<file path="src/design/lpmt_pkg.sv">
// Shared types, codes and helpers for the longest prefix match table.
// No dependencies; every other design file imports this package.
package lpmt_pkg;

    localparam int LPMT_ENTRIES = 64;
    localparam int ADDR_W       = 32;
    localparam int LEN_W        = 6;
    localparam int PORT_W       = 8;
    localparam int STAT_W       = 3;
    localparam int KIND_W       = 2;

    localparam logic [LEN_W-1:0] MAX_LEN = LEN_W'(ADDR_W);

    // item kinds
    localparam logic [KIND_W-1:0] KIND_ADD    = 2'd0;
    localparam logic [KIND_W-1:0] KIND_CLEAR  = 2'd1;
    localparam logic [KIND_W-1:0] KIND_LOOKUP = 2'd2;

    // result status codes
    localparam logic [STAT_W-1:0] STAT_ADDED   = 3'd0;
    localparam logic [STAT_W-1:0] STAT_FULL    = 3'd1;
    localparam logic [STAT_W-1:0] STAT_CLEARED = 3'd2;
    localparam logic [STAT_W-1:0] STAT_HIT     = 3'd3;
    localparam logic [STAT_W-1:0] STAT_MISS    = 3'd4;

    typedef enum logic [1:0] {
        S_IDLE,
        S_WALK,
        S_HOLD
    } t_state;

    // lookup token handed from cell to cell
    typedef struct packed {
        logic              valid;
        logic [LEN_W-1:0]  best_len;
        logic [PORT_W-1:0] best_port;
    } t_token;

    // top len bits set; zero for len 0, all ones for len 32 and above
    function automatic logic [ADDR_W-1:0] len_mask(input logic [LEN_W-1:0] len);
        len_mask = ~({ADDR_W{1'b1}} >> len);
    endfunction

endpackage

</file>
<file path="src/design/lpmt_cell.sv">
// One table entry of the prefix match chain, with its stage of the lookup token.
// Depends on lpmt_pkg.
module lpmt_cell
    import lpmt_pkg::*;
#(
    parameter int INDEX = 0,
    parameter int CNT_W = 7
) (
    input  logic              i_clk,
    input  logic              i_rst_n,
    input  logic              i_add,
    input  logic [CNT_W-1:0]  i_count,
    input  logic [ADDR_W-1:0] i_wr_prefix,
    input  logic [LEN_W-1:0]  i_wr_length,
    input  logic [PORT_W-1:0] i_wr_port,
    input  logic [ADDR_W-1:0] i_addr,
    input  t_token            i_token,
    output t_token            o_token
);

    logic [ADDR_W-1:0] r_prefix;
    logic [LEN_W-1:0]  r_length;
    logic [PORT_W-1:0] r_port;
    t_token            r_token;
    t_token            n_token;

    logic              w_live;
    logic              w_match;
    logic [ADDR_W-1:0] w_mask;

    // take the entry when the append slot lands here
    always_ff @(posedge i_clk) begin
        if (i_add && (i_count == CNT_W'(INDEX))) begin
            r_prefix <= i_wr_prefix;
            r_length <= i_wr_length;
            r_port   <= i_wr_port;
        end
    end

    assign w_live  = (CNT_W'(INDEX) < i_count);
    assign w_mask  = len_mask(r_length);
    assign w_match = w_live && (r_length > i_token.best_len)
                     && (((i_addr ^ r_prefix) & w_mask) == '0);

    always_comb begin
        n_token = i_token;
        if (w_match) begin
            n_token.best_len  = r_length;
            n_token.best_port = r_port;
        end
    end

    always_ff @(posedge i_clk) begin
        if (!i_rst_n) begin
            r_token <= '0;
        end else begin
            r_token <= n_token;
        end
    end

    assign o_token = r_token;

endmodule

</file>
<file path="config.mk">
export PLATFORM = sky130hd
export DESIGN_NAME = lpmt_cell
export DESIGN_NICKNAME = d
export VERILOG_FILES = /design/src/design/lpmt_pkg.sv /design/src/design/lpmt_cell.sv
export SDC_FILE = /design/constraint.sdc
export NUM_CORES = 1
export LEC_CHECK = 0
export BUFFER_PORTS_ARGS = -buffer_cell sky130_fd_sc_hd__buf_2
export CAP_MARGIN = 40
export CORE_MARGIN = 2
export CORE_UTILIZATION = 48
export DETAILED_ROUTE_END_ITERATION = 8
export MAX_ROUTING_LAYER = met4
export PLACE_DENSITY = 0.8
export SYNTH_ARGS = -nofsm -noshare
export SYNTH_HDL_FRONTEND = slang
export SYNTH_SLANG_ARGS = --single-unit
</file>
<file path="constraint.sdc">
create_clock -name i_clk -period 6.7 [get_ports i_clk]
set_clock_uncertainty 0.2 [all_clocks]
set_input_delay 0.67 -clock i_clk [delete_from_list [all_inputs] [get_ports i_clk]]
set_output_delay 0.67 -clock i_clk [all_outputs]
set_load 0.01 [all_outputs]
</file>
==> summary.txt, run 1 <==
Run status
  – Status: finished clean

Synthesis
  – Sequential cell area fraction in the yosys report: 0.5773
  – Yosys reg bits: between 60 and 70
  – Synth area leader: edfxtp_1
  – Area share of the largest cell type after synthesis: 0.4742
  – Synth warn: 0
  – Unique masters post-synth: 38
  – Post-Synthesis Cells: around 240
  – Syn Area/Cell: approximately 12 sq um
  – Syn Std Cell Area: just under 3000 sq um
  – Synth top area cells: edfxtp_1, dfxtp_1, xnor2_1
  – Syn_nets: around 350

CTS
  – CTS sink cnt: 61
  – Worst skew pair latency: around 330 ps
  – CTS tree: done
  – Postcts setup bufs: 0
  – TritonCTS Buffers: 9
  – H-tree depth: 3
  – Clock slew at reported path FFs: around 70 ps
  – Hold buffer count at cts: 0
  – Post-CTS sizing: 0
  – Clk Tree Root Cell: clkbuf_8
  – Clock tree buffer depth: 2

Die
  – Die height: between 80 and 90 um
  – Num rows: 28
  – I/O pins: around 120
  – Die Wd: between 80 and 90 um
  – Die area: 6708 sq um
  – Initial Util: 0.4949
  – Core Footprint: approximately 5900 sq um

Power and ir drop
  – Pwr per Cell Area: 209.2 nW/um^2
  – Pwr Total: approximately 0.0008 W
  – Max VDD drop: slightly above 0.2 mV
  – Leak: around 1.5 nW

Finish
  – Fin nets: about 470
  – Synthesis-to-finish area growth: 28.39%
  – Fillers: between 400 and 500
  – Ant. Diodes: 0
  – Share of layout cells above drive strength 1: 0.3760

Timing
  – RSZ-0062 raised after global routing: false
  – Slew HR: 0.6054
  – Pins Over Slew Limit: 0
  – Fin. Hold Viols: 0
  – Minimum clock period: 3000 ps
  – Max Freq: around 330 MHz
  – Final TNS setup: 0 ps
  – Final setup violation count: 0
  – Worst-Margin Slew: ~590 ps
  – Final cycle utilization of the critical path: 0.4478

Drt
  – Via density: 5.036
  – Drt total wl: between 6 and 7 mm
  – Met3 wire length: 476 um
  – Highest metal used: met4
  – Wl on met1: 2.509 mm
  – Detail Route met2 WL: around 3.0 mm
  – Via count: ~2200
  – Final ANT Viol Nets: 0
  – Post-DR wirelength/cell: 13.80 um
  – TritonRoute pass-1 iters: 5
  – DR iter-0 viols: between 100 and 150
  – Drc violations: 0

Setup path
  – Arr. time, crit path: between 3000 and 4000 ps
  – Worst-path maximum fanout: 16
  – Worst setup SP type: register
  – WP data required: around 6800 ps
  – Crit end category: register
  – Kind of critical path: register to register

Global route
  – Global-route wire length before repair: 9.473 mm
  – Vias in the first global route: between 2000 and 2500
  – Initial antenna violation count: 0
  – All-Layer GR Usage: 0.1985
  – Global route overflow: 0
  – Largest net degree at the start of global routing: 33

Job
  – Total of max-cap violations: 0

Place
  – Post-DP HPWL: about 4.7 mm
  – Placer Congestion: 0.8822
  – Port Buffers: roughly 120

Min path
  – Hold Path Class: primary input to register
## registers in the layout, summed over array words and instances, names as in the netlist
| register | cells |
|---|---|
| r_length | 6 |
| r_prefix | 32 |
| r_port | 8 |
| o_token | 15 |
## final timing paths
kind / startpoint / endpoint / slack (ps) / cells past startpoint
min: i_wr_prefix[27] / r_prefix[27] / 310 / 1
max: r_length[1] / o_token[5] / 3700 / 7
max reg2reg: r_length[1] / o_token[5] / 3700 / 7
min reg2reg: r_port[4] / o_token[4] / 320 / 2
## worst max-delay path: stages (launching register included)
cell and delay [ps]:
edfxtp_1 610, o21ai_0 390, o211ai_1 120, o32ai_1 320, o2111ai_1 240, nor4_4 620, buf_8 230, mux2i_1 190
## synth_stat cells, drive strengths merged
cell type / count
edfxtp: 46
nand2: 35
xnor2: 30
dfxtp: 15
mux2i: 14
a21oi: 13
inv: 11
o21ai: 8
clkbuf: 7
ha: 6
nand3: 5
nand4: 5
nor2: 5
o211ai: 5
o22ai: 5
buf: 4
nor3: 3
nor4: 3
o2111ai: 3
a31oi: 2
and2: 2
o2bb2ai: 2
or3: 2
xor2: 2
a2111oi: 1
a21o: 1
a221o: 1
a22oi: 1
a41oi: 1
and4: 1
o31ai: 1
o32ai: 1
or4: 1
## through the flow
| step | area [sq um] | setup WS, ps | util | std cells | hold WS, ps |
|---|---|---|---|---|---|
| global route | 3740 | 3478 | 0.6354 | 442 | 280.1 |
| global placement | 3536 | 3315 | 0.6008 | 424 | 286.2 |
| CTS | 3740 | 3683 | 0.6354 | 442 | 293.3 |
| detailed placement | 3558 | 3550 | 0.6046 | 426 | 300.8 |
| floorplan | 2913 | 1570 | - | 242 | 282.5 |
| finish | 3740 | 3700 | 0.6354 | 442 | 311.3 |
## cell usage in the layout (no fill, tap or decap), types with 6 or more instances in the layout
cell type	Yosys	layout
a21oi_1	13	13
xnor2_1	27	27
nand2_1	35	35
edfxtp_1	46	46
mux2i_1	14	14
o21ai_0	8	8
clkbuf_8	0	9
ha_1	6	6
buf_2	1	117
inv_1	11	11
dfxtp_1	15	15
## routing by layer
layer,vias up,GRT usage
met3,15,0.06703
met5,-,-
met4,0,0.09667
met1,982,0.2222
li1,1123,-
met2,106,0.3187
## final cells by class
| cell class | instances | area (sq um) | area share |
|---|---|---|---|
| clock buffers | 10 | 127.6 | 0.03412 |
| multi-input cells | 159 | 1126 | 0.3011 |
| flip-flops and latches | 61 | 1682 | 0.4496 |
| clock inverters | 6 | 53.80 | 0.01439 |
| repair buffers | 120 | 615.6 | 0.1646 |
| well taps | 75 | 93.84 | 0.02509 |
| inverters | 11 | 41.29 | 0.01104 |
## kinds of logic after synthesis
logic type,Yosys count,synth area share
xor+xnor,32,0.1078
buf+inv,22,0.03780
flops,61,0.5773
simple gates,62,0.1018
fa+ha+maj,6,0.02577
mux,14,0.04811
compound gates,45,0.1014
## power breakdown
| part | total (W) | switching, W | leakage, nW | internal, W |
|---|---|---|---|---|
| clock | 0.000297 | 0.000130 | 0.0888 | 0.000167 |
| combinational | 0.0000719 | 0.0000322 | 0.901 | 0.0000397 |
| sequential | 0.000414 | 0.00000189 | 0.539 | 0.000412 |
| total | 0.000783 | 0.000164 | 1.53 | 0.000619 |
(Power assumes the default switching activity.)
==> run 2: changes to the inputs <==
==> constraint.sdc (replaced) <==
create_clock -name i_clk -period 2.9 [get_ports i_clk]
set_clock_uncertainty 0.2 [all_clocks]
set_input_delay 0.29 -clock i_clk [delete_from_list [all_inputs] [get_ports i_clk]]
set_output_delay 0.29 -clock i_clk [all_outputs]
set_load 0.01 [all_outputs]
==> summary.txt, run 2 (synthesized netlist as in run 1, its figures left out) <==
CTS
  – CTS tree: done
  – TritonCTS Buffers: 9 (unchanged)
  – Clock slew at reported path FFs: 70 ps (about the same)
  – Worst skew pair latency: 340 ps (about the same)
  – Clk Tree Root Cell: clkbuf_8
  – CTS sink cnt: 61 (unchanged)
  – Clock tree buffer depth: 2 (unchanged)
  – H-tree depth: 3 (unchanged)

Global route
  – Global route overflow: 0 (unchanged)
  – All-Layer GR Usage: 0.2340 (+0.03545)
  – Vias in the first global route: 2479 (+13%)
  – Largest net degree at the start of global routing: 30 (-9.1%)
  – Initial antenna violation count: 0 (unchanged)
  – Global-route wire length before repair: 11.05 mm (+17%)

Power and ir drop
  – Pwr per Cell Area: 450.5 nW/um^2 (+120%)
  – Leak: 1.813 nW (+19%)
  – Max VDD drop: 0.3374 mV (+66%)
  – Pwr Total: 0.001976 W (+150%)

Die
  – Core Footprint: 5886 sq um (unchanged)
  – Num rows: 28 (unchanged)
  – Die height: 81.90 um (unchanged)
  – Die area: 6708 sq um (unchanged)
  – Die Wd: 81.90 um (unchanged)
  – Initial Util: 0.4949 (unchanged)
  – I/O pins: 118 (unchanged)

Setup path
  – Arr. time, crit path: 2820 ps (-230 ps)
  – Worst-path maximum fanout: 16 (unchanged)
  – Worst setup SP type: register
  – Max stage delay on crit path: 610 ps (about the same)
  – Buffers & Inverters on Critical Path: 1 (unchanged)
  – Delay-heaviest family, CP: compound AO/OA/AOI/OAI gates
  – WP data required: 2960 ps (-3790 ps)
  – Critical Path Slowest Stage Cell: edfxtp_1
  – Crit end category: register
  – Crit path cell chain: o21ai_0 -> o211ai_1 -> o32ai_1 -> o2111ai_1 -> nor4_4 -> buf_4 -> mux2i_1
  – Kind of critical path: register to register

Timing
  – Final cycle utilization of the critical path: 0.9526 (+0.5048)
  – Pins Over Slew Limit: 0 (unchanged)
  – Max Freq: 362.0 MHz (+8.6%)
  – Final setup violation count: 0 (unchanged)
  – RSZ-0062 raised after global routing: false
  – Worst-Margin Slew: 500.7 ps (-86.78 ps)
  – Slew HR: 0.6662 (+0.06079)
  – Fin. Hold Viols: 0 (unchanged)
  – Minimum clock period: 2763 ps (-237.7 ps)
  – Final TNS setup: 0 ps (unchanged)

Finish
  – Fin nets: 532 (+13%)
  – Ant. Diodes: 0 (unchanged)
  – Largest register FFs: 32 (unchanged)
  – Post-layout util: 0.7453 (+0.1099)
  – Synthesis-to-finish area growth: 50.60%
  – Multi-input gate area in the final layout: 1132 sq um (+0.56%)
  – Most common cell after layout, fill and taps aside: buf_2
  – Reg with most FFs: r_prefix
  – Commonest cells after routing, fill and taps aside: buf_2, dlygate4sd3_1, edfxtp_1
  – Register area: 1682 sq um (unchanged)
  – Fillers: 413 (-12%)
  – Share of layout cells above drive strength 1: 0.3364 (-0.03957)

Drt
  – Via count: 2535 (+14%)
  – Drc violations: 0 (unchanged)
  – DR iter-0 viols: 162 (+31%)
  – Post-DR wirelength/cell: 14.56 um (+5.6%)
  – Final ANT Viol Nets: 0 (unchanged)
  – Drt total wl: 7.325 mm (+20%)
  – TritonRoute pass-1 iters: 5 (unchanged)
  – Via density: 5.040 (about the same)

Min path
  – Hold Path Class: primary input to register

Place
  – Post-DP HPWL: 4.619 mm (-1.1%)
  – Port Buffers: 117 (unchanged)
  – Placer Congestion: 0.9412 (+6.7%)

Job
  – Total of max-cap violations: 0 (unchanged)

Run status
  – Status: finished clean
-- run 2: cell types whose count changed in the layout (fill, tap and decap cells not counted), sizes merged --
cell,previous run,this run
buf,120,124
bufinv,1,0
dlygate4sd3,0,57
clkbuf,10,15
clkinv,4,0
-- run 2: layout make-up --
cell class                      instances  area share
Clock buffer                           15     0.04763
Multi-Input combinational cell        159      0.2581
Clock inverter                          1    0.001711
Timing Repair Buffer                  181      0.2784
Sequential cell                        61      0.3833
Inverter                               11    0.009412
Tap cell                               75     0.02139
-- run 2: timing repair --
action                                  in CTS  in global routing
hold buffers                                57                  0
gates resized for setup                      0                  0
endpoints found under the hold margin       57                  0
endpoints found under the setup margin       0                 14
setup buffers                                0                  4
-- run 2: layer usage --
| layer | GRT usage | routed length [um] | vias up |
|---|---|---|---|
| met5 | - | 0 | - |
| met4 | 0.07167 | 88 | 0 |
| met3 | 0.07582 | 521 | 9 |
| met2 | 0.4179 | 3971 | 113 |
| met1 | 0.2448 | 2744 | 1165 |
| li1 | - | - | 1248 |
-- run 2: stage by stage --
step                      instances  instance area (sq um)  setup WS, ps  hold WS [ps]
after floorplan                 242                   2924         226.4         188.9
after global placement          426                   3557         266.5         266.2
after detailed placement        426                   3557         162.5         268.1
after CTS                       499                   4344         125.3         4.285
after global routing            503                   4387         1.476         11.56
final                           503                   4387         137.3         18.37
-- run 2: worst reg2reg max path, delay by kind of cell (launching register included) --
kind                   cells  cell delay [ps]
and+or+nand+nor            1              300
buffers and inverters      1              300
muxes                      1              250
AOI/OAI and AO/OA          4             1030
DFF                        1              610
-- run 2: path summary, 6_finish.rpt --
path	start	depth (start not counted)	slack [ps]	end
setup / recovery	r_length[1]	7	140	o_token[1]
setup reg to reg	r_length[1]	7	140	o_token[1]
hold reg to reg	r_port[0]	2	320	o_token[0]
hold / removal	i_token[5]	3	20	o_token[5]
-- run 2: power by group --
group | switching [W] | internal (W) | total [W]
Combinational | 0.0000901 | 0.000142 | 0.000232
Sequential | 0.00000411 | 0.000951 | 0.000955
Clock | 0.000327 | 0.000462 | 0.000789
Total | 0.000421 | 0.00156 | 0.00198
==> run 3: changes to the inputs <==
--- a/config.mk
+++ b/config.mk
@@ -12,6 +12,7 @@
 export DETAILED_ROUTE_END_ITERATION = 8
 export MAX_ROUTING_LAYER = met4
 export PLACE_DENSITY = 0.8
+export REMOVE_ABC_BUFFERS = 1
 export SYNTH_ARGS = -nofsm -noshare
 export SYNTH_HDL_FRONTEND = slang
 export SYNTH_SLANG_ARGS = --single-unit
==> summary.txt, run 3 (synthesized netlist as in run 1, its figures left out) <==
Run status
  – Status: finished clean

Timing
  – Post-route worst setup slack: 63.20 ps (-74.13 ps)
  – Final cycle utilization of the critical path: 0.9782 (+0.02556)
  – Min Hold Slack: 6.549 ps (-11.82 ps)
  – Fin. Hold Viols: 0 (unchanged)
  – Minimum clock period: 2837 ps (+74.13 ps)
  – Max Freq: 352.5 MHz (-2.6%)
  – Pins Over Slew Limit: 0 (unchanged)
  – Slew HR: 0.6829 (+0.01664)
  – Worst-Margin Slew: 475.7 ps (-24.96 ps)
  – Final setup violation count: 0 (unchanged)
  – Final TNS setup: 0 ps (unchanged)

Drt
  – Via count: 2662 (+5.0%)
  – Met3 wire length: 577 um (+11%)
  – Wl on met1: 2.919 mm (+6.4%)
  – Final ANT Viol Nets: 0 (unchanged)
  – Via density: 5.179 (+2.8%)
  – Detail Route met2 WL: 4.351 mm (+9.6%)
  – Post-DR wirelength/cell: 15.85 um (+8.8%)
  – Highest metal used: met4
  – Drt total wl: 8.146 mm (+11%)
  – Drc violations: 0 (unchanged)
  – TritonRoute pass-1 iters: 5 (unchanged)
  – DR iter-0 viols: 211 (+30%)

Die
  – Num rows: 28 (unchanged)
  – Initial Util: 0.4949 (unchanged)
  – Die Wd: 81.90 um (unchanged)
  – Die area: 6708 sq um (unchanged)
  – I/O pins: 118 (unchanged)
  – Core Footprint: 5886 sq um (unchanged)
  – Die height: 81.90 um (unchanged)

Finish
  – Cell area after layout: 4446 sq um (+1.3%)
  – Fin nets: 543 (+2.1%)
  – Largest register FFs: 32 (unchanged)
  – Ant. Diodes: 0 (unchanged)
  – Post-layout util: 0.7553 (+0.009992)
  – Most common cell after layout, fill and taps aside: buf_2
  – Share of layout cells above drive strength 1: 0.3645 (+0.02802)
  – Reg with most FFs: r_prefix
  – Synthesis-to-finish area growth: 52.62%
  – Commonest cells after routing, fill and taps aside: buf_2, dlygate4sd3_1, edfxtp_1

Setup path
  – Worst-path maximum fanout: 14 (-2)
  – Reg-to-reg endpoint: o_token[0]
  – Crit end category: register
  – R2R depth: 7 (unchanged)
  – Max stage delay on crit path: 570 ps (-40 ps)
  – Kind of critical path: register to register
  – Delay-heaviest family, CP: compound AO/OA/AOI/OAI gates
  – WP data required: 2960 ps (about the same)
  – Worst setup SP type: register
  – Crit path cell chain: inv_1 -> nand2_1 -> a2111oi_2 -> o2111ai_1 -> nor4_4 -> buf_4 -> mux2i_1
  – Arr. time, crit path: 2890 ps (+70 ps)
  – R2R Path Start: r_length[5]
  – Critical Path Slowest Stage Cell: edfxtp_1
  – Buffers & Inverters on Critical Path: 2 (+1)
  – Worst reg-to-reg setup slack: 60 ps (-70 ps)

CTS
  – TritonCTS Buffers: 9 (unchanged)
  – Clk Tree Root Cell: clkbuf_8
  – CTS tree: done
  – Clock tree buffer depth: 2 (unchanged)
  – Clock slew at reported path FFs: 70 ps (about the same)
  – H-tree depth: 3 (unchanged)
  – Worst skew pair latency: 340 ps (about the same)
  – CTS sink cnt: 61 (unchanged)

Place
  – Port Buffers: 117 (unchanged)
  – Post-DP HPWL: 4.943 mm (+7.0%)
  – Placement Setup Slack: 204.3 ps (+41.84 ps)
  – Placer Congestion: 0.9467 (+0.58%)
  – Post-DP Area: 3566 sq um (+0.25%)

Min path
  – Worst Hold Depth: 3 (unchanged)
  – Hold Path Class: primary input to register
  – WHS Endpoint: o_token[10]
  – Hold Startpoint: i_token[10]

Global route
  – Global-route wire length before repair: 11.47 mm (+3.8%)
  – All-Layer GR Usage: 0.2408 (+0.006753)
  – Vias in the first global route: 2643 (+6.6%)
  – Global route overflow: 0 (unchanged)
  – Largest net degree at the start of global routing: 30 (unchanged)
  – Initial antenna violation count: 0 (unchanged)

Power and ir drop
  – Max VDD drop: 0.3862 mV (+14%)
  – Pwr per Cell Area: 448.0 nW/um^2 (-0.56%)
  – Leak: 1.862 nW (+2.7%)

Job
  – Total of max-cap violations: 0 (unchanged)
run 3: cell type report:
| cell class | count | area [sq um] |
|---|---|---|
| inverter | 11 | 41.29 |
| fill | 364 | 1440 |
| clock inverter | 6 | 70.07 |
| timing repair buffer | 192 | 1284 |
| multi-input combinational | 159 | 1126 |
| tap | 75 | 93.84 |
| sequential | 61 | 1682 |
| clock buffer | 10 | 148.9 |
run 3: per-layer routing:
layer	vias up	track usage
met5	-	-
met4	0	0.1333
met3	32	0.05495
met2	159	0.4106
met1	1199	0.2584
li1	1272	-
run 3: what timing repair did:
action                                  CTS  global route
hold buffers                             54             0
buffers inserted                          0            16
endpoints found under the setup margin    0            14
gates resized for setup                   0             0
endpoints found under the hold margin    54             0
run 3: per-stage QoR:
step	power, W	std cells
final	0.001992	514
after floorplan	0.001041	231
after global placement	0.001139	428
after global routing	0.002051	514
after detailed placement	0.001143	428
after CTS	0.001992	498
run 3: worst reg2reg max path: cells and delay by family (launching register included):
| kind | cells | cell delay [ps] |
|---|---|---|
| buffers and inverters | 2 | 560 |
| AND/OR/NAND/NOR | 2 | 420 |
| AO/OA/AOI/OAI | 2 | 720 |
| flip-flops | 1 | 570 |
| multiplexers | 1 | 290 |
run 3: how the worst max path moves through the flow:
stage | slack (ps) | cells past startpoint | endpoint | from
finish | 60 | 7 | o_token[0] | r_length[5]
global route | -30 | 8 | o_token[0] | r_length[3]
CTS | 190 | 8 | o_token[13] | r_length[3]
detailed placement | 200 | 8 | o_token[2] | r_length[3]
global placement | 370 | 8 | o_token[4] | r_length[3]
floorplan | -1850 | 2 | r_length[0] | i_count[1]
run 3: power breakdown:
group,switching (W),leakage [nW],internal [W]
Sequential,0.00000395,0.539,0.000950
Combinational,0.0000941,1.21,0.000141
Clock,0.000350,0.112,0.000453
Total,0.000448,1.86,0.00154
